--- src/hw/rtl/pcv_mul.sv ---
// shared 33x33 signed multiplier with registered product
// depends on nothing but the clock
module pcv_mul (
    input  logic               clk,
    input  logic signed [32:0] a,
    input  logic signed [32:0] b,
    output logic signed [65:0] p
);

    logic signed [65:0] p_reg;

    always_ff @(posedge clk)
    begin
        p_reg <= a * b;
    end

    assign p = p_reg;

endmodule

--- config.mk ---
export PLATFORM = sky130hd
export DESIGN_NAME = pcv_mul
export DESIGN_NICKNAME = d
export VERILOG_FILES = /design/src/hw/rtl/pcv_mul.sv
export SDC_FILE = /design/constraint.sdc
export NUM_CORES = 2
export LEC_CHECK = 0
export BUFFER_PORTS_ARGS = -buffer_cell sky130_fd_sc_hd__buf_2
export CORE_ASPECT_RATIO = 0.9
export CORE_UTILIZATION = 45
export DETAILED_ROUTE_END_ITERATION = 10
export GPL_TIMING_DRIVEN = 0
export PLACE_DENSITY = 0.73
export RECOVER_POWER = 100
export REMOVE_ABC_BUFFERS = 1
export SYNTH_ARGS = -nofsm -noshare
export SYNTH_HDL_FRONTEND = slang
export SYNTH_SLANG_ARGS = --single-unit
--- constraint.sdc ---
create_clock -name clk -period 20.2 [get_ports clk]
set_input_delay 1.01 -clock clk [delete_from_list [all_inputs] [get_ports clk]]
set_output_delay 1.01 -clock clk [all_outputs]
set_load 0.02 [all_outputs]
==> results by group <==
Global route
  • Initial antenna violation count: 6
  • Total global routing overflow: 0
  • First-pass GRT wire length: 175000 um
  • Total Routing Usage GR: about a quarter
  • Largest net degree at the start of global routing: 34
  • Vias in the first global route: 31900

Layout
  • Layout Nets: 5689
  • Fraction of layout cells with a size suffix above 1: 2.30%
  • Most frequent cells in the layout: fa_1, inv_1, and2_1, nand2_1, ha_1
  • Number of flip-flops under the largest register name: 66
  • Area Overhead vs Synth: 3.36%
  • Most common cell after layout, fill and taps aside: fa_1
  • Final Instance Area: between 40000 and 50000 um2
  • Finished Layout Cells: 5435

Critical path
  • Setup crit start kind: input port
  • Worst path cell trace: clkbuf_1, nand2_1, inv_1, fa_1, fa_1, fa_1, fa_1, fa_1, fa_1, fa_1, inv_1, fa_1, inv_1, ha_1, a21o_1, a21o_1, a21oi_1, and3_1, a21oi_1, a21oi_1, o21ai_0, xnor2_1
  • Critical path's largest stage delay: approximately 1400 ps
  • Critical Path AT: around 11000 ps
  • Required time of the worst setup path: 20490 ps
  • WS Path Type: in -> reg
  • Critical path's slowest cell: fa_1
  • CP dominant cell by count: fa_1
  • Crit end category: flip-flop
  • Worst-path fanout max: 33

Clock network
  • Sink Count: 66
  • Post-CTS Setup Repair Bufs: 0
  • Root buf cell: clkbuf_16
  • CTS tree: yes
  • Maximum buffer depth of the clock tree: 2
  • # hold bufs at CTS: 0
  • CTS H-Tree Depth: 3
  • CTS Buf Count: 9
  • Worst-path clk slew: 60 ps
  • Post-CTS sizing: 0

Die
  • # IOs: approximately 130
  • Die extent in y: 287 um
  • Rows: 104
  • Initial Util: between 40 and 50%
  • Core Region: 89500 um2
  • Full die area: 91700 um2
  • Die Width: 319 um

Route
  • DRT Pass-1 Iters: 6
  • Antenna Nets Post-Route: 0
  • Starting DRT DRC Count: 2015
  • Routed WL: 106000 um
  • # DRC: 0
  • Via count: 28600
  • Vias per cell: between 5 and 6
  • WL/cell: between 15 and 20 um

Placed design
  • Placed cell areas: 42000 um2
  • Dpl cells: 5415
  • GP Congestion: between 0.9 and 1
  • Dpl hpwl: about 80000 um
  • Port bufs: between 100 and 150

Job
  • Max-Cap Viols: 3

Synthesis
  • Yosys cell types: 80
  • Ys async rst share: 0%
  • Mapped Cells: 4338
  • Yosys reg bits: 66
  • Post-Syn Area: 40700 um2
  • Most used flip-flop cell after synthesis: dfxtp_1
  • EDFF count, synth: 0
  • Ys Warns: 0
  • Sequential fraction of the synthesis area: 3.24%
  • Avg Inst Size Synth: roughly 9.4 um2

Min path
  • Hold endpoint: p[0]$_DFF_P_
  • HP Class: in -> reg
  • Min-delay src: b[0]
  • Hold Crit Depth: 2

Timing
  • Worst slew pin tran: roughly 2100 ps
  • Slew headroom: -41.1%
  • Final Hold Vio Count: 0
  • RSZ-0062 raised after global routing: no
  • Setup TNS: 0 ps
  • Final setup viols: 0
  • Max Fclk: 90.7 MHz
  • Period Utilization, post-route: approximately 55%
  • Tmin final: 11020 ps
  • Pins Over Slew Limit: a little over 70

Outcome
  • Status: complete, but fails checks
  • Failing checks: max-capacitance violations, max-slew violations
metal layers:
metal  global-route usage (%)  vias to the layer above  wire length, um
li1                         -                    12200                -
met1                     32.3                    15000            42000
met2                     40.4                     1246            50900
met3                     6.16                      224            10500
met4                     7.18                        8             2820
met5                        0                        -               50
critical path: cells and delay by family:
family / cells / cell delay, ps
adders and majority gates: 9 / 5670
AOI/OAI and AO/OA: 6 / 2120
buffers and inverters: 4 / 1670
and+or+nand+nor: 2 / 540
xor gates and xnor gates: 1 / 250
kinds of logic (layout without fill, tap and decap cells):
family | after synthesis | count (layout) | share of synthesized area (%)
compound gates | 219 | 219 | 4.07
xor+xnor | 68 | 68 | 1.46
fa+ha+maj | 1362 | 1362 | 62.9
buf+inv | 1352 | 1279 | 12.5
flops | 66 | 66 | 3.24
other cells | 0 | 4 | 0
simple gates | 1271 | 1271 | 15.8
cells in the mapped netlist (3+ instances only):
library cell / instances / share of area, %
fa_1: 1145 / 56
inv_1: 1131 / 10
and2_1: 562 / 8.6
nand2_1: 551 / 5.1
ha_1: 217 / 6.7
clkbuf_1: 208 / 1.9
nor2_1: 68 / 0.63
dfxtp_1: 66 / 3.2
a21oi_1: 57 / 0.70
xnor2_1: 43 / 0.92
a21o_1: 36 / 0.66
nand3_1: 25 / 0.31
o21ai_0: 25 / 0.31
xor2_1: 25 / 0.54
nand2b_1: 12 / 0.18
buf_2: 11 / 0.14
nand4_1: 11 / 0.17
o21bai_1: 11 / 0.20
a31oi_1: 8 / 0.12
a211oi_1: 7 / 0.13
nor3_1: 7 / 0.086
a211o_1: 6 / 0.13
o21a_1: 6 / 0.11
o21ai_1: 6 / 0.074
and3_1: 5 / 0.077
and4_1: 5 / 0.11
nor2b_1: 5 / 0.077
o211ai_1: 4 / 0.074
a211oi_2: 3 / 0.092
a21oi_2: 3 / 0.065
o31ai_4: 3 / 0.16
or2_2: 3 / 0.046
or3_1: 3 / 0.046
worst max path at each step:
stage,from,to
final,a[32],p[65]$_DFF_P_
after global routing,a[32],p[65]$_DFF_P_
after CTS,a[32],p[58]$_DFF_P_
after detailed placement,a[32],p[58]$_DFF_P_
after global placement,a[32],p[58]$_DFF_P_
after floorplan,b[0],p[62]$_DFF_P_
metrics by stage:
step                setup WS (ps)  util, %  hold slack (ps)
floorplan                   12310        -             1130
finish                       9180     47.0             1220
detailed placement          10310     46.9             1420
global route                 8580     47.0             1210
global placement            10280     46.9             1420
CTS                         10680     47.3             1180
cell type report:
| type | instances | area, um2 |
|---|---|---|
| diodes | 4 | 10.0 |
| clock buffers | 13 | 260 |
| clock inverters | 3 | 47.5 |
| fillers | 8399 | 47400 |
| inverters | 1131 | 4250 |
| multi-input cells | 2920 | 34200 |
| flip-flops and latches | 66 | 1320 |
| well taps | 1166 | 1460 |
| repair buffers | 132 | 576 |
Power is left out: the tool's default activity adds up to more than one toggle a clock period on the data nets, which glitch-free logic cannot reach.
