<file path="config.mk">
export PLATFORM = sky130hd
export DESIGN_NAME = pcv_sqrt
export DESIGN_NICKNAME = d
export VERILOG_FILES = /design/src/hw/rtl/pcv_pkg.sv /design/src/hw/rtl/pcv_sqrt.sv
export SDC_FILE = /design/constraint.sdc
export NUM_CORES = 1
export LEC_CHECK = 0
export BUFFER_PORTS_ARGS = -buffer_cell sky130_fd_sc_hd__buf_2
export CORE_MARGIN = 2
export CORE_UTILIZATION = 45
export CTS_CLUSTER_DIAMETER = 40
export DETAILED_ROUTE_END_ITERATION = 16
export PLACE_DENSITY = 0.62
export SYNTH_ARGS = -nofsm -noshare
export SYNTH_HDL_FRONTEND = slang
export SYNTH_SLANG_ARGS = --single-unit
</file>
<file path="constraint.sdc">
create_clock -name clk -period 5.56 [get_ports clk]
set_clock_uncertainty 0.15 [all_clocks]
set_input_delay 0 -clock clk [delete_from_list [all_inputs] [get_ports clk]]
set_output_delay 0 -clock clk [all_outputs]
set_load 0.005 [all_outputs]
</file>
<file path="src/hw/rtl/pcv_pkg.sv">
// shared types, constants and helper functions for the polar/cartesian vector unit
// no dependencies; the sqrt, cordic and core rtl files import this package
package pcv_pkg;

    localparam int CORDIC_STEPS = 24;
    localparam int CW = 48;
    localparam int ZW = 34;
    localparam logic [31:0] GAIN_INV = 32'h9B74EDA8;
    localparam logic [31:0] HALF_TURN = 32'h80000000;

    typedef enum logic [3:0] {
        ACT_SETXY    = 4'd0,
        ACT_SETPOLAR = 4'd1,
        ACT_SETX     = 4'd2,
        ACT_SETY     = 4'd3,
        ACT_SETMAG   = 4'd4,
        ACT_SETANGLE = 4'd5,
        ACT_ADD      = 4'd6,
        ACT_SUB      = 4'd7,
        ACT_SCALE    = 4'd8,
        ACT_DOT      = 4'd9,
        ACT_EQUAL    = 4'd10
    } action_t;

    typedef enum logic [3:0] {
        ST_IDLE,
        ST_SCL0,
        ST_SCL1,
        ST_SCL2,
        ST_SQ0,
        ST_SQ1,
        ST_SQ2,
        ST_ITER,
        ST_VFIN,
        ST_GAIN0,
        ST_GAIN1,
        ST_ROT,
        ST_RFIN,
        ST_DOT0,
        ST_DOT1,
        ST_DOT2
    } state_t;

    typedef struct packed {
        logic load;
        logic step;
        logic vec_mode;
    } cordic_ctl_t;

    typedef struct packed {
        logic load;
        logic step;
    } sqrt_ctl_t;

    function automatic logic [31:0] atan_val(input logic [4:0] i);
        logic [31:0] r;
        case (i)
            5'd0:  r = 32'h20000000;
            5'd1:  r = 32'h12E4051D;
            5'd2:  r = 32'h09FB385B;
            5'd3:  r = 32'h051111D4;
            5'd4:  r = 32'h028B0D43;
            5'd5:  r = 32'h0145D7E1;
            5'd6:  r = 32'h00A2F61E;
            5'd7:  r = 32'h00517C55;
            5'd8:  r = 32'h0028BE53;
            5'd9:  r = 32'h00145F2F;
            5'd10: r = 32'h000A2F98;
            5'd11: r = 32'h000517CC;
            5'd12: r = 32'h00028BE6;
            5'd13: r = 32'h000145F3;
            5'd14: r = 32'h0000A2F9;
            5'd15: r = 32'h0000517C;
            5'd16: r = 32'h000028BE;
            5'd17: r = 32'h0000145F;
            5'd18: r = 32'h00000A2F;
            5'd19: r = 32'h00000517;
            5'd20: r = 32'h0000028B;
            5'd21: r = 32'h00000145;
            5'd22: r = 32'h000000A2;
            5'd23: r = 32'h00000051;
            5'd24: r = 32'h00000028;
            5'd25: r = 32'h00000014;
            5'd26: r = 32'h0000000A;
            5'd27: r = 32'h00000005;
            5'd28: r = 32'h00000002;
            5'd29: r = 32'h00000001;
            default: r = 32'h00000000;
        endcase
        return r;
    endfunction

    // clamp a wide signed value to the int32 range
    function automatic logic signed [31:0] sat32(input logic signed [66:0] v);
        logic signed [31:0] r;
        if (v > 67'sd2147483647)
            r = 32'sh7FFFFFFF;
        else if (v < -67'sd2147483648)
            r = 32'sh80000000;
        else
            r = v[31:0];
        return r;
    endfunction

endpackage

</file>
<file path="src/hw/rtl/pcv_sqrt.sv">
// bit-serial restoring square root of a 64-bit radicand, one root bit per cycle while step is set
// depends on pcv_pkg for the control struct
module pcv_sqrt (
    input  logic                clk,
    input  pcv_pkg::sqrt_ctl_t  ctl,
    input  logic [63:0]         radicand,
    output logic [31:0]         root
);
    import pcv_pkg::*;

    logic [63:0] rad_reg;
    logic [33:0] rem_reg;
    logic [31:0] root_reg;
    logic [35:0] rem2;
    logic [35:0] trial;
    logic        ge;

    always_comb
    begin
        rem2  = {rem_reg, rad_reg[63:62]};
        trial = {2'b00, root_reg, 2'b01};
        ge    = rem2 >= trial;
    end

    always_ff @(posedge clk)
    begin
        if (ctl.load)
        begin
            rad_reg  <= radicand;
            rem_reg  <= '0;
            root_reg <= '0;
        end
        else if (ctl.step)
        begin
            rad_reg  <= {rad_reg[61:0], 2'b00};
            rem_reg  <= ge ? 34'(rem2 - trial) : rem2[33:0];
            root_reg <= {root_reg[30:0], ge};
        end
    end

    assign root = root_reg;

endmodule

</file>
==> qor.txt <==
Standby leakage power - 3.95 nW
Cell depth of the worst flop-to-flop path - 11
Net switching component of the power - 1.96 mW
Placeable core region - 15900 µm²
Number of antenna violations at the first check in global routing - 0
Initial drt markers - 385
Layout cells sized above 1 - 0.244
WL per Instance - 15.5 µm
Routability Congestion - 0.891
Mapped Avg Cell Area - 10.3 µm²
Worst Hold Launch - radicand[49]
Number of register bits inferred by synthesis - 130
Synth area leaders - edfxtp_1 (26%), dfxtp_1 (18%), mux2_2 (9.5%)
Final Hold Vio Count - 0
WHS Endpoint - rad_reg[49]$_DFFE_PP_
CP top delay family - compound AO/OA/AOI/OAI gates
Maximum buffer depth of the clock tree - 2
Number of remaining DRC errors - 0
Slowest library cell on the worst path - a211o_1
Final Max Tran Viols - 0
Total negative slack - 0 ns
Vias in the first global route - 5889
TritonCTS clock tree - done
Sequential share of the synthesized area - 0.442
Initial cell density of the core - 0.461
Cell Count, Final, Fillers Out - 1092
Count of flip-flops with a built-in enable after synthesis - 64
Most common cell after layout, fill and taps aside - buf_2
Internal power summed over all cells - 3.02 mW
Class of the worst hold path - in2reg
Relative contribution of sequential cells to total power - 0.256
Number of nets in the final layout - 964
Mapped Area - 7340 µm²
Global-route wire length before repair - 28.2 mm
Switching Share - 0.393
Final wirelength - 16.9 mm
Global route overflow - 0
Worst Setup End Kind - register
Number of library cell types mapped by synthesis - 55
YS warnings - 0
Number of placement rows - 46
Router iterations before antenna repair - 5
Cell taking the most area after synthesis - edfxtp_1
Leading cell types in the layout, fill and taps excluded - buf_2 (96), nor2_1 (72), dlygate4sd3_1 (66), dfxtp_1 (66), edfxtp_1 (64)
Fillcell total - 1370
Max Cap Viol - 0
Arrival time at the worst endpoint - 3.95 ns
Critical Path Start Type - register
Largest fanout of any net on the critical path - 26
Die Width - 132 µm
Largest register FFs - 64
Vias per Instance - 5.34
Delay of the slowest critical-path stage - 0.72 ns
Quantity of I/O buffers inserted on ports - 98
Total setup buffers inserted after CTS - 0
Run status - completed
Clock buffers created by TritonCTS - 17
Reg-to-reg startpoint - root[15]$_SDFFE_PP0P_
Slew margin rel. - 0.252
Endpoint of the lowest-slack register-to-register path - rem_reg[19]$_SDFFE_PP0P_
Worst VDD drop - 0.271 mV
Antenna cells - 0
Tot GR Track Use - 0.198
Syn nets - 816
Number of clock sinks - 130
Hold Path Cell Cnt - 3
Via total after detailed routing - 5826
Register-to-register path setup slack - 1.79 ns
Clock input transition at the sequential cells of the worst setup and hold paths - 0.06 ns
DP Cell Count - 994
Dominant synthesized flop cell - dfxtp_1
Fraction of power consumed by the clock network - 0.238
CTS root buf - clkbuf_16
Clock period minus final worst setup slack - 3.77 ns
Type of the worst setup path - reg2reg
Antenna violation net count after detailed routing - 0
Fraction of registers with async set or reset after synthesis - 0
Overall die height - 132 µm
Synthesis-to-layout area growth - 26.0%
# resized after CTS - 0
Fraction of power consumed by combinational cells - 0.505
Detailed-placement wirelength estimate - 11.1 mm
Worst path cell trace - inv_1, ha_1, a21oi_1, o21ai_0, a221oi_2, o221ai_2, a21o_1, a211o_1, buf_4, o211a_1, nor4_1
Clk_lat worst skew - 0.42 ns
Ratio of final minimum period to clock period - 0.679
H-tree depth - 4
Share of the synthesized area in the top cell type - 0.262
Req. time, crit path - 5.74 ns
Unrepaired setup endpoints after global routing - no
Buffering stage count on the worst path with inverters included - 2
Number of placed I/O pins - 99
Largest net degree at the start of global routing - 69
Area of the die - 17400 µm²
Cell count after synthesis - 715
Power density relative to cell area - 538 nW/µm²
Final setup vio count - 0
Maximum frequency from static timing analysis - 265 MHz
Worst slew pin tran - 1.12 ns
-- power by group through the flow --
stage	combinational [mW]	clock [mW]	sequential (mW)
CTS	2.49	1.21	1.28
floorplan	2.04	0	1.26
finish	2.52	1.19	1.28
global placement	2.39	0	1.29
global route	2.79	1.25	1.29
detailed placement	2.43	0	1.29
-- layout make-up --
type                    instances  area, µm²  share of cell area
clock inverters                15        196              0.0212
multi-input cells             498       3750               0.405
flip-flops and latches        130       3240               0.351
repair buffers                168       1190               0.128
clock buffers                  17        425              0.0460
well taps                     216        270              0.0292
inverters                      48        180              0.0195
-- how the worst max path moves through the flow --
stage | start | to | slack [ns] | depth (start not counted)
finish | root[15]$_SDFFE_PP0P_ | rem_reg[19]$_SDFFE_PP0P_ | 1.79 | 11
global route | root[23]$_SDFFE_PP0P_ | rem_reg[11]$_SDFFE_PP0P_ | 1.38 | 11
CTS | root[15]$_SDFFE_PP0P_ | rem_reg[21]$_SDFFE_PP0P_ | 1.79 | 11
detailed placement | root[15]$_SDFFE_PP0P_ | rem_reg[19]$_SDFFE_PP0P_ | 1.82 | 11
global placement | root[9]$_SDFFE_PP0P_ | rem_reg[20]$_SDFFE_PP0P_ | 1.89 | 11
floorplan | root[19]$_SDFFE_PP0P_ | rem_reg[29]$_SDFFE_PP0P_ | 2.63 | 12
-- metal layers --
layer | global-route usage | wire length (µm) | vias to the layer above
met5 | 0 | 0 | -
met3 | 0.0454 | 637 | 27
met2 | 0.338 | 8440 | 140
met4 | 0.0676 | 266 | 0
li1 | - | - | 2877
met1 | 0.247 | 7530 | 2782
-- Yosys cell counts (24+ instances only) --
library cell  instances
nor2_1               72
dfxtp_1              66
edfxtp_1             64
mux2_2               62
mux2i_1              56
inv_1                48
nand2_1              39
a21oi_1              34
ha_1                 34
clkbuf_1             28
o21ai_0              28
a211oi_1             24
-- through the flow --
step / total power, mW / hold WS, ns / setup slack (ns) / util / instance area, µm²
after CTS: 4.98 / 0.227 / 1.79 / 0.580 / 9250
final: 4.98 / 0.261 / 1.79 / 0.580 / 9250
after detailed placement: 3.73 / 0.137 / 1.82 / 0.500 / 7970
after floorplan: 3.30 / 0.0538 / 2.63 / - / 7340
after global routing: 5.34 / 0.260 / 1.38 / 0.580 / 9250
after global placement: 3.68 / 0.136 / 1.89 / 0.500 / 7970
-- tightest hold or removal path: cells and delay by family --
| kind | cells | cell delay (ns) |
|---|---|---|
| muxes | 1 | 0.13 |
| buffers and inverters | 2 | 0.61 |
-- repair_timing --
action,4_1_cts,5_1_grt
hold buffers,66,0
hold endpoints to repair,77,0
endpoints found under the setup margin,0,0
-- kinds of logic after synthesis --
| logic type | synth area share |
|---|---|
| AOI/OAI and AO/OA | 0.144 |
| xor gates and xnor gates | 0.0334 |
| adders and majority gates | 0.0579 |
| buffers and inverters | 0.0479 |
| DFF | 0.442 |
| muxes | 0.173 |
| and+or+nand+nor | 0.102 |
No activity file was read; power rests on OpenSTA's default activity.
