File: src/hw/rtl/pcv_pkg.sv
// shared types, constants and helper functions for the polar/cartesian vector unit
// no dependencies; the sqrt, cordic and core rtl files import this package
package pcv_pkg;

    localparam int CORDIC_STEPS = 24;
    localparam int CW = 48;
    localparam int ZW = 34;
    localparam logic [31:0] GAIN_INV = 32'h9B74EDA8;
    localparam logic [31:0] HALF_TURN = 32'h80000000;

    typedef enum logic [3:0] {
        ACT_SETXY    = 4'd0,
        ACT_SETPOLAR = 4'd1,
        ACT_SETX     = 4'd2,
        ACT_SETY     = 4'd3,
        ACT_SETMAG   = 4'd4,
        ACT_SETANGLE = 4'd5,
        ACT_ADD      = 4'd6,
        ACT_SUB      = 4'd7,
        ACT_SCALE    = 4'd8,
        ACT_DOT      = 4'd9,
        ACT_EQUAL    = 4'd10
    } action_t;

    typedef enum logic [3:0] {
        ST_IDLE,
        ST_SCL0,
        ST_SCL1,
        ST_SCL2,
        ST_SQ0,
        ST_SQ1,
        ST_SQ2,
        ST_ITER,
        ST_VFIN,
        ST_GAIN0,
        ST_GAIN1,
        ST_ROT,
        ST_RFIN,
        ST_DOT0,
        ST_DOT1,
        ST_DOT2
    } state_t;

    typedef struct packed {
        logic load;
        logic step;
        logic vec_mode;
    } cordic_ctl_t;

    typedef struct packed {
        logic load;
        logic step;
    } sqrt_ctl_t;

    function automatic logic [31:0] atan_val(input logic [4:0] i);
        logic [31:0] r;
        case (i)
            5'd0:  r = 32'h20000000;
            5'd1:  r = 32'h12E4051D;
            5'd2:  r = 32'h09FB385B;
            5'd3:  r = 32'h051111D4;
            5'd4:  r = 32'h028B0D43;
            5'd5:  r = 32'h0145D7E1;
            5'd6:  r = 32'h00A2F61E;
            5'd7:  r = 32'h00517C55;
            5'd8:  r = 32'h0028BE53;
            5'd9:  r = 32'h00145F2F;
            5'd10: r = 32'h000A2F98;
            5'd11: r = 32'h000517CC;
            5'd12: r = 32'h00028BE6;
            5'd13: r = 32'h000145F3;
            5'd14: r = 32'h0000A2F9;
            5'd15: r = 32'h0000517C;
            5'd16: r = 32'h000028BE;
            5'd17: r = 32'h0000145F;
            5'd18: r = 32'h00000A2F;
            5'd19: r = 32'h00000517;
            5'd20: r = 32'h0000028B;
            5'd21: r = 32'h00000145;
            5'd22: r = 32'h000000A2;
            5'd23: r = 32'h00000051;
            5'd24: r = 32'h00000028;
            5'd25: r = 32'h00000014;
            5'd26: r = 32'h0000000A;
            5'd27: r = 32'h00000005;
            5'd28: r = 32'h00000002;
            5'd29: r = 32'h00000001;
            default: r = 32'h00000000;
        endcase
        return r;
    endfunction

    // clamp a wide signed value to the int32 range
    function automatic logic signed [31:0] sat32(input logic signed [66:0] v);
        logic signed [31:0] r;
        if (v > 67'sd2147483647)
            r = 32'sh7FFFFFFF;
        else if (v < -67'sd2147483648)
            r = 32'sh80000000;
        else
            r = v[31:0];
        return r;
    endfunction

endpackage

File: src/hw/rtl/pcv_cordic.sv
// shared cordic stage, one micro-rotation per cycle while step is set, vectoring or rotation mode
// depends on pcv_pkg for widths, the arctangent table and the control struct
module pcv_cordic (
    input  logic                    clk,
    input  pcv_pkg::cordic_ctl_t    ctl,
    input  logic [4:0]              idx,
    input  logic signed [pcv_pkg::CW-1:0] x_init,
    input  logic signed [pcv_pkg::CW-1:0] y_init,
    input  logic signed [pcv_pkg::ZW-1:0] z_init,
    output logic signed [pcv_pkg::CW-1:0] x_q,
    output logic signed [pcv_pkg::CW-1:0] y_q,
    output logic signed [pcv_pkg::ZW-1:0] z_q
);
    import pcv_pkg::*;

    logic signed [CW-1:0] x_reg;
    logic signed [CW-1:0] y_reg;
    logic signed [ZW-1:0] z_reg;
    logic                 vec_reg;
    logic signed [CW-1:0] dx;
    logic signed [CW-1:0] dy;
    logic signed [ZW-1:0] at;
    logic                 plus;

    always_comb
    begin
        dx   = y_reg >>> idx;
        dy   = x_reg >>> idx;
        at   = {2'b00, atan_val(idx)};
        // same direction: y non-negative when vectoring, angle negative when rotating
        plus = vec_reg ? !y_reg[CW-1] : z_reg[ZW-1];
    end

    always_ff @(posedge clk)
    begin
        if (ctl.load)
        begin
            x_reg   <= x_init;
            y_reg   <= y_init;
            z_reg   <= z_init;
            vec_reg <= ctl.vec_mode;
        end
        else if (ctl.step)
        begin
            if (plus)
            begin
                x_reg <= x_reg + dx;
                y_reg <= y_reg - dy;
                z_reg <= z_reg + at;
            end
            else
            begin
                x_reg <= x_reg - dx;
                y_reg <= y_reg + dy;
                z_reg <= z_reg - at;
            end
        end
    end

    assign x_q = x_reg;
    assign y_q = y_reg;
    assign z_q = z_reg;

endmodule

File: config.mk
export PLATFORM = sky130hd
export DESIGN_NAME = pcv_cordic
export DESIGN_NICKNAME = d
export VERILOG_FILES = /design/src/hw/rtl/pcv_pkg.sv /design/src/hw/rtl/pcv_cordic.sv
export SDC_FILE = /design/constraint.sdc
export NUM_CORES = 1
export LEC_CHECK = 0
export ABC_AREA = 1
export BUFFER_PORTS_ARGS = -buffer_cell sky130_fd_sc_hd__buf_2
export CORE_MARGIN = 2
export CORE_UTILIZATION = 30
export CTS_CLUSTER_DIAMETER = 120
export CTS_CLUSTER_SIZE = 10
export DETAILED_ROUTE_END_ITERATION = 10
export PLACE_DENSITY = 0.48
export SLEW_MARGIN = 20
export SYNTH_ARGS = -nofsm -noshare
export SYNTH_HDL_FRONTEND = slang
export SYNTH_SLANG_ARGS = --single-unit
File: constraint.sdc
create_clock -name clk -period 11 [get_ports clk]
set_input_delay 2.2 -clock clk [delete_from_list [all_inputs] [get_ports clk]]
set_output_delay 2.2 -clock clk [all_outputs]
set_load 0.02 [all_outputs]
==> results of run 1 <==
-- area by class of cell --
| class | instances | area (um^2) |
|---|---|---|
| fillers | 8930 | 51300 |
| well taps | 1040 | 1300 |
| inverters | 393 | 1480 |
| flip-flops and latches | 131 | 3930 |
| repair buffers | 289 | 1510 |
| clock buffers | 22 | 444 |
| multi-input cells | 3334 | 17300 |
| clock inverters | 10 | 158 |
-- layer usage --
metal / GRT usage, % / wire [um]
met1: 34.2 / 47700
met2: 39.6 / 45500
met3: 3.36 / 5440
met4: 8.73 / 3570
met5: 0 / 16
-- cells by family after synthesis --
| logic type | after synthesis |
|---|---|
| DFF | 131 |
| buffers and inverters | 539 |
| and+or+nand+nor | 2484 |
| muxes | 1 |
| AOI/OAI and AO/OA | 559 |
| xor gates and xnor gates | 137 |
| adders and majority gates | 153 |
-- power by group through the flow --
stage / sequential, uW / clock, uW / combinational [uW]
after global placement: 1520 / 0 / 7550
final: 1470 / 645 / 7630
after floorplan: 1460 / 0 / 5200
after global routing: 1500 / 671 / 8580
after CTS: 1500 / 662 / 7580
after detailed placement: 1510 / 0 / 7530
-- path summary, 6_finish.rpt --
path	to	slack, ps	depth (start not counted)	startpoint
max	x_q[46]	2640	29	idx[1]
min	z_q[0]	700	3	z_q[0]
max reg2reg	x_q[46]	5260	26	y_q[31]
min reg2reg	z_q[0]	700	3	z_q[0]
-- layout by cell type, fill, tap and decap left out, types with 24 or more instances in the layout --
| cell | Yosys | layout |
|---|---|---|
| nand2_1 | 1272 | 1272 |
| nand3_1 | 620 | 620 |
| inv_1 | 357 | 356 |
| nor2_1 | 315 | 314 |
| buf_2 | 51 | 264 |
| a21oi_1 | 205 | 205 |
| o21ai_0 | 182 | 182 |
| ha_1 | 150 | 150 |
| edfxtp_1 | 131 | 131 |
| xor2_1 | 84 | 84 |
| or2_2 | 80 | 79 |
| xnor2_1 | 53 | 53 |
| a31oi_1 | 41 | 41 |
| nor3_1 | 35 | 35 |
| inv_2 | 34 | 34 |
| nand2_2 | 31 | 31 |
| o21ai_1 | 30 | 29 |
| nand3_2 | 28 | 28 |
| nor2_2 | 25 | 26 |
| nand4_1 | 25 | 25 |
| buf_4 | 8 | 24 |
-- critical path, delay by kind of cell --
family          cells  cell delay [ps]
simple gates       11             1740
compound gates      7             2280
buf+inv             8             1560
fa+ha+maj           2              630
xor+xnor            1              160
-- stage by stage --
stage | total power [uW] | std cells | instance area [um^2]
floorplan | 6660 | 4004 | 23500
global placement | 9070 | 5187 | 25500
detailed placement | 9040 | 5187 | 25500
CTS | 9740 | 5219 | 26100
global route | 10800 | 5219 | 26100
finish | 9740 | 5219 | 26100
==> results.toml, run 1 <==
[logic_synthesis]
synth-main-ff-cell = "edfxtp_1"
ys_ff_latch = 131
yosys-top-cells-area = "nand2_1 (20%), edfxtp_1 (17%), nand3_1 (13%)"
synth-xor-area-share_pct = 5.12
synth-compound-area-share_pct = 13.6
synth-edff-count = 131
synth_top_family_by_area = "simple AND/OR/NAND/NOR gates"
synthSimpleGateAreaFrac_pct = 46.7
syn_nets = 4296
synth.area.mux_share_pct = 0.0427
synthArstFlopShare_pct = 0
netlist_top_cells_count = "nand2_1 (1272), nand3_1 (620), inv_1 (357)"
ys_types = 60
synth_top_area_cell = "nand2_1"
syn_inst = 4004
ys_seq_area_share_pct = 16.8
yosysMostFrequentCell = "nand2_1"
synth.avg_cell_area_um2 = 5.86
synthAdderAreaFrac_pct = 8.26
yosys_warnings = 0
syn-cell-area_um2 = 23500
netlist.area_leader.share_pct = 20.4

[layout]
diodes = 0
drive_above_1_share_pct = 13.3
fin_nets = 4458
syn2layout_area_growth_pct = 11.4
final_util_pct = 33.7

[clocking]
postCtsSetupRepairBufs = 0
cts_tree = "done"
cts_sinks = 131
clockBufferDepth = 2
hold_buffers = 0
clock_latency_ps = 500
clk_pin_slew_ps = 70
h-tree-depth = 4
ctsRootBufferMaster = "clkbuf_16"
postCtsResizedCells = 0
cts_inserted_buffers = 17

[route]
drtPass1Iterations = 6
vias = 27000
drt_drc_violations_left = 0
routed_wl_um = 102000
wl_per_cell_um = 19.6
drt_iter0_drc = 2651
drtAntennaViolNets = 0
via_per_inst = 5.17

[floorplan]
placeableCoreArea_um2 = 77500
dieArea_um2 = 80400
row_count = 102
die_w_um = 284
start_util_pct = 30.3
ios = 269
die_y_um = 284

[power_and_ir_drop]
power_frac_comb_pct = 78.3
p_sw_uw = 5850
p_int_uw = 3890
p_leak_uw = 0.0128
seq_power_share_pct = 15.1
pwr-share-clk_pct = 6.6
p_sw_share_pct = 60.0
max-vdd-ir-drop_mv = 0.135
cellPowerDensity_nw_per_um2 = 373

[critical_path]
crit_path_start_kind = "input pin"
worst_path_largest_cell_delay_ps = 720
crit_fanout = 92
required_ps = 11250
slowest_stage = "o21ai_0"
worstPathArrival_ps = 8600
critPathCaptureType = "flop"
critPathKind = "input pin to flop"
path_common_cell = "nand2_1"

[timing]
worst_pin_slew_ps = 1030
setup_violations = 0
tns_ps = 0
whs_ps = 703
post-route-worst-setup-slack_ps = 2640
max_slew_margin_pct = 31.1
period_needed_ps = 8360
slew_viol_final = 0
rsz0062_at_grt = "false"
fmax_mhz = 120
post-route-period-util_pct = 76.0
final_hold_viol_count = 0
skew_ps = 15.3

[global_routing]
grt_pass1_wl_um = 155000
gr-total-overflow = 0
grt_pass1_vias = 25500
grt_use_total_pct = 24.8
grt_max_degree = 100
antenna_found_initial = 1

[placed_design]
dp_slack_ps = 2270
port_buffers = 268
dpl.hpwl_um = 84400
gp_congestion = 0.954

[hold_path]
hp-class = "flop to flop"

[job]
cap_viol_max_count = 0

[status]
status = "finished, final reports clean"
Power figures use the tool's default switching activity.
==> run 2, diff against run 1 <==
--- a/config.mk
+++ b/config.mk
@@ -5,7 +5,7 @@
 export SDC_FILE = /design/constraint.sdc
 export NUM_CORES = 1
 export LEC_CHECK = 0
-export ABC_AREA = 1
+export ABC_AREA = 0
 export BUFFER_PORTS_ARGS = -buffer_cell sky130_fd_sc_hd__buf_2
 export CORE_MARGIN = 2
 export CORE_UTILIZATION = 30
==> constraint.sdc (replaced) <==
create_clock -name clk -period 8.2 [get_ports clk]
set_input_delay 1.64 -clock clk [delete_from_list [all_inputs] [get_ports clk]]
set_output_delay 1.64 -clock clk [all_outputs]
set_load 0.02 [all_outputs]
==> run 2 against run 1 <==
Non-clock buffer count is 526 higher; routed wire length is 14% higher; final cell count is 16% lower; design area is 12% higher; sequential share of layout area is 1.6 points lower; critical path type unchanged; register-to-register slack worse by 4000 ps; core utilization is 5.4 points higher; worst setup slack worse by 2300 ps; count of clock-buffer cells in the layout is 5 lower; global-route usage is 4.6 points higher.
==> results.toml, run 2 <==
[floorplan]
dieArea_um2 = 77600
die_w_um = 278
start_util_pct = 30.3
row_count = 100
placeableCoreArea_um2 = 74600
die_y_um = 278
ios = 269

[route]
wl_per_cell_um = 26.6
drtAntennaViolNets = 0
via_per_inst = 5.83
drtPass1Iterations = 6
drt_drc_violations_left = 0
routed_wl_um = 117000
vias = 25600
drt_iter0_drc = 2193

[clocking]
cts_sinks = 131
clock_latency_ps = 510
postCtsResizedCells = 0
cts_tree = "done"
cts_inserted_buffers = 17
clockBufferDepth = 2
postCtsSetupRepairBufs = 0
clk_pin_slew_ps = 70
ctsRootBufferMaster = "clkbuf_16"
hold_buffers = 0
h-tree-depth = 4

[timing]
final_hold_viol_count = 0
period_needed_ps = 7860
post-route-period-util_pct = 95.8
max_slew_margin_pct = 25.7
skew_ps = 18.8
fmax_mhz = 127
setup_violations = 0
rsz0062_at_grt = "false"
slew_viol_final = 0
worst_pin_slew_ps = 1110

[layout]
final_cell_mix = "buf_4 (541), nand2_1 (339), buf_2 (262)"
finalNonFillerCells = 4389
fin_nets = 3699
diodes = 0
syn2layout_area_growth_pct = 29.3
drive_above_1_share_pct = 31.0
fillers = 7787
final_common_cell = "buf_4"

[global_routing]
grt_use_total_pct = 29.4
grt_pass1_wl_um = 170000
antenna_found_initial = 0
gr-total-overflow = 0
grt_pass1_vias = 25400
grt_max_degree = 82

[logic_synthesis]
synth-edff-count = 131
netlist.area_leader.share_pct = 17.4
yosysMostFrequentCell = "nand2_1"
yosys-top-cells-area = "edfxtp_1 (17%), mux4_2 (8.6%), ha_1 (8.3%)"
netlist_top_cells_count = "nand2_1 (339), o21ai_0 (253), a21oi_1 (209)"
syn_nets = 3047
ys_seq_area_share_pct = 17.4
ys_ff_latch = 131
syn-cell-area_um2 = 22600
synth-main-ff-cell = "edfxtp_1"
ys_types = 104
yosys_warnings = 0
synth_top_area_cell = "edfxtp_1"
synth.avg_cell_area_um2 = 8.20
synthArstFlopShare_pct = 0
syn_inst = 2755

[placed_design]
dp.cells = 4356
port_buffers = 268
dpl.hpwl_um = 94400
gp_congestion = 1.03

[critical_path]
required_ps = 8440
worstPathArrival_ps = 8090
worstSetupStartpoint = "idx[1]"
critPathKind = "input pin to flop"
r2r-start = "x_q[42]"
crit_path_start_kind = "input pin"
crit_fanout = 14
slowest_stage = "ha_1"
critPathCaptureType = "flop"
worst_path_largest_cell_delay_ps = 530

[status]
status = "finished, final reports clean"

[hold_path]
min_from = "z_q[0]"
hp-class = "flop to flop"

[job]
cap_viol_max_count = 0
-- run 2: cell types whose count changed after synthesis, moves of 67 or more --
| cell | before | now |
|---|---|---|
| a21o_1 | 11 | 78 |
| inv_1 | 357 | 50 |
| mux2i_1 | 1 | 87 |
| nand2_1 | 1272 | 339 |
| o21ai_0 | 182 | 253 |
| nor2_1 | 315 | 162 |
| mux4_2 | 0 | 86 |
| nand3_1 | 620 | 44 |
-- run 2: area by class of cell --
class | count | area, um^2 | share of cell area (%)
Clock buffer | 17 | 425 | 1.46
Inverter | 54 | 203 | 0.694
Tap cell | 969 | 1210 | 4.15
Timing Repair Buffer | 815 | 5610 | 19.2
Clock inverter | 15 | 169 | 0.578
Multi-Input combinational cell | 2388 | 17700 | 60.5
Sequential cell | 131 | 3930 | 13.5
-- run 2: worst max-delay path, delay by kind of cell --
family	cells	cell delay [ps]
simple gates	8	1380
buf+inv	5	1030
compound gates	11	2560
fa+ha+maj	3	1010
xor+xnor	2	440
-- run 2: logic make-up after synthesis --
kind of cell             Yosys count  synth area share [%]
adder cells (fa/ha/maj)          153                  8.57
buffers and inverters            236                  4.62
multiplexers                     257                  16.6
AND/OR/NAND/NOR                  822                  17.3
XOR/XNOR                         230                  8.91
flip-flops                       131                  17.4
AO/OA/AOI/OAI                    926                  26.5
-- run 2: final timing paths --
kind                                 to  slack, ps  cells after the start
worst min register to register   z_q[0]        730                      2
worst max-delay path            z_q[33]        340                     29
worst min-delay path             z_q[0]        730                      2
worst max register to register  y_q[47]       1290                     27
-- run 2: through the flow --
step                setup TNS, ps  hold slack (ps)  setup WS (ps)  cell area [um^2]  utilization, %
global route                    0              785           37.7             29200            39.2
detailed placement           -788              711           -308             28600            38.3
global placement             -698              706           -352             28600            38.3
finish                          0              728            344             29200            39.2
CTS                             0              730            168             29200            39.1
floorplan                       0              831            416             22600               -
-- run 2: metal layers --
metal | track usage (%) | up-vias | wire length (um)
li1 | - | 11800 | -
met1 | 40.2 | 12600 | 52900
met4 | 9.91 | 0 | 3880
met3 | 3.47 | 181 | 6400
met5 | 0 | - | 0
met2 | 48.1 | 1014 | 53700
Power of run 2 is not shown: default switching activity piles up to over one toggle a cycle in this logic, so the estimate is an artifact.
==> run 3, diff against run 2 <==
--- a/config.mk
+++ b/config.mk
@@ -6,13 +6,13 @@
 export NUM_CORES = 1
 export LEC_CHECK = 0
 export ABC_AREA = 0
-export BUFFER_PORTS_ARGS = -buffer_cell sky130_fd_sc_hd__buf_2
+export BUFFER_PORTS_ARGS = -buffer_cell sky130_fd_sc_hd__buf_4
 export CORE_MARGIN = 2
 export CORE_UTILIZATION = 30
 export CTS_CLUSTER_DIAMETER = 120
 export CTS_CLUSTER_SIZE = 10
 export DETAILED_ROUTE_END_ITERATION = 10
-export PLACE_DENSITY = 0.48
+export RECOVER_POWER = 100
 export SLEW_MARGIN = 20
 export SYNTH_ARGS = -nofsm -noshare
 export SYNTH_HDL_FRONTEND = slang
==> run 3 against run 2 <==
The run now ends with max-capacitance violations, max-slew violations left; maximum frequency is 1.2% higher; core utilization down 1.9 points; worst setup slack better by 89 ps; count of clock-buffer cells in the layout did not move; critical path depth down 3; register-to-register slack better by 30 ps; die area unchanged; final cell count shrank 4.3%; first-iteration DRC count grew 18%; routed wire length is 10% lower.
==> results.toml, run 3 (synthesized netlist as in run 2, its figures left out) <==
[floorplan]
start_util_pct = 30.3
placeableCoreArea_um2 = 74600
die_y_um = 278
die_w_um = 278
ios = 269
dieArea_um2 = 77600
row_count = 100

[clocking]
clk_pin_slew_ps = 70
postCtsResizedCells = 0
h-tree-depth = 4
clockBufferDepth = 2
cts_sinks = 131
cts_inserted_buffers = 17
cts_tree = "done"
clock_latency_ps = 520
ctsRootBufferMaster = "clkbuf_16"
postCtsSetupRepairBufs = 0
hold_buffers = 0

[hold_path]
hp-class = "flop to flop"
min_from = "z_q[0]"

[route]
wl_per_cell_um = 24.9
wl_met2_um = 46100
wl_met3_um = 9380
top_layer = "met5"
routed_wl_um = 105000
via_per_inst = 5.88
drtAntennaViolNets = 0
vias = 24700
drt_iter0_drc = 2592
drtPass1Iterations = 6
drt_drc_violations_left = 0
wl_met1_um = 44700

[critical_path]
required_ps = 8440
worstPathArrival_ps = 8000
critPathBufInv = 6
critPathKind = "input pin to flop"
worstSetupStartpoint = "idx[1]"
worst_path_largest_cell_delay_ps = 590
crit_family = "compound AO/OA/AOI/OAI gates"
crit_path_start_kind = "input pin"
slowest_stage = "nand2b_1"
path_common_cell = "clkbuf_1"
critPathCaptureType = "flop"
r2r-start = "x_q[38]"
crit_fanout = 14

[status]
violations = "max-capacitance violations, max-slew violations"
status = "finished, violations left"

[timing]
slew_viol_final = 249
final_hold_viol_count = 0
fmax_mhz = 129
max_slew_margin_pct = -209
period_needed_ps = 7770
post-route-period-util_pct = 94.7
rsz0062_at_grt = "false"
worst_pin_slew_ps = 4630
skew_ps = 17.9
setup_violations = 0
tns_ps = 0

[global_routing]
gr-total-overflow = 0
grt_pass1_vias = 23600
antenna_found_initial = 1
grt_use_total_pct = 26.2
grt_max_degree = 131
grt_pass1_wl_um = 153000

[layout]
final_cell_mix = "buf_4 (454), nand2_1 (339), o21ai_0 (255)"
fillers = 7943
fin_nets = 3509
drive_above_1_share_pct = 22.0
syn2layout_area_growth_pct = 22.9
diodes = 0
final_common_cell = "buf_4"

[placed_design]
port_buffers = 268
gp_congestion = 1.05
dpl.hpwl_um = 83600

[job]
cap_viol_max_count = 2
[run 3: cell count changes in the layout (fill, tap and decap cells not counted), moves of 3 or more]
| cell | before | now |
|---|---|---|
| buf_2 | 262 | 0 |
| clkbuf_1 | 0 | 155 |
| buf_4 | 541 | 454 |
| clkbuf_4 | 0 | 8 |
| clkinv_8 | 0 | 3 |
| inv_8 | 2 | 5 |
| o21ai_0 | 252 | 255 |
| o21ai_1 | 17 | 14 |
[run 3: metrics by stage]
| stage | instances | util (%) | area (um^2) | hold WS [ps] | worst slack (ps) |
|---|---|---|---|---|---|
| detailed placement | 4167 | 37.3 | 27800 | 718 | 171 |
| finish | 4199 | 37.3 | 27800 | 724 | 434 |
| global placement | 4167 | 37.3 | 27800 | 705 | 168 |
| CTS | 4199 | 38.1 | 28400 | 737 | 671 |
| global route | 4199 | 37.3 | 27800 | 765 | 64.4 |
| floorplan | 2755 | - | 22600 | 831 | 416 |
[run 3: layout make-up]
| type | count | area, um^2 | area share (%) |
|---|---|---|---|
| clock buffers | 17 | 425 | 1.53 |
| clock inverters | 15 | 164 | 0.590 |
| inverters | 54 | 203 | 0.730 |
| multi-input cells | 2388 | 17600 | 63.5 |
| flip-flops and latches | 131 | 3930 | 14.2 |
| well taps | 969 | 1210 | 4.36 |
| repair buffers | 625 | 4210 | 15.1 |
[run 3: layer usage]
| metal | track usage [%] | up-vias |
|---|---|---|
| met5 | 0 | - |
| li1 | - | 11400 |
| met1 | 35.1 | 11800 |
| met2 | 40.6 | 1219 |
| met4 | 11.2 | 2 |
| met3 | 5.52 | 234 |
[run 3: worst paths after layout]
path | to | slack, ps | cells after the start
setup / recovery | y_q[45] | 430 | 26
hold / removal | z_q[0] | 720 | 2
setup reg to reg | y_q[47] | 1320 | 25
hold reg to reg | z_q[0] | 720 | 2
[run 3: tightest hold or removal path: stages (launching register included)]
cell      delay [ps]
edfxtp_1         360
ha_1             140
mux2_2           130
Power of run 3 is left out for the same reason.
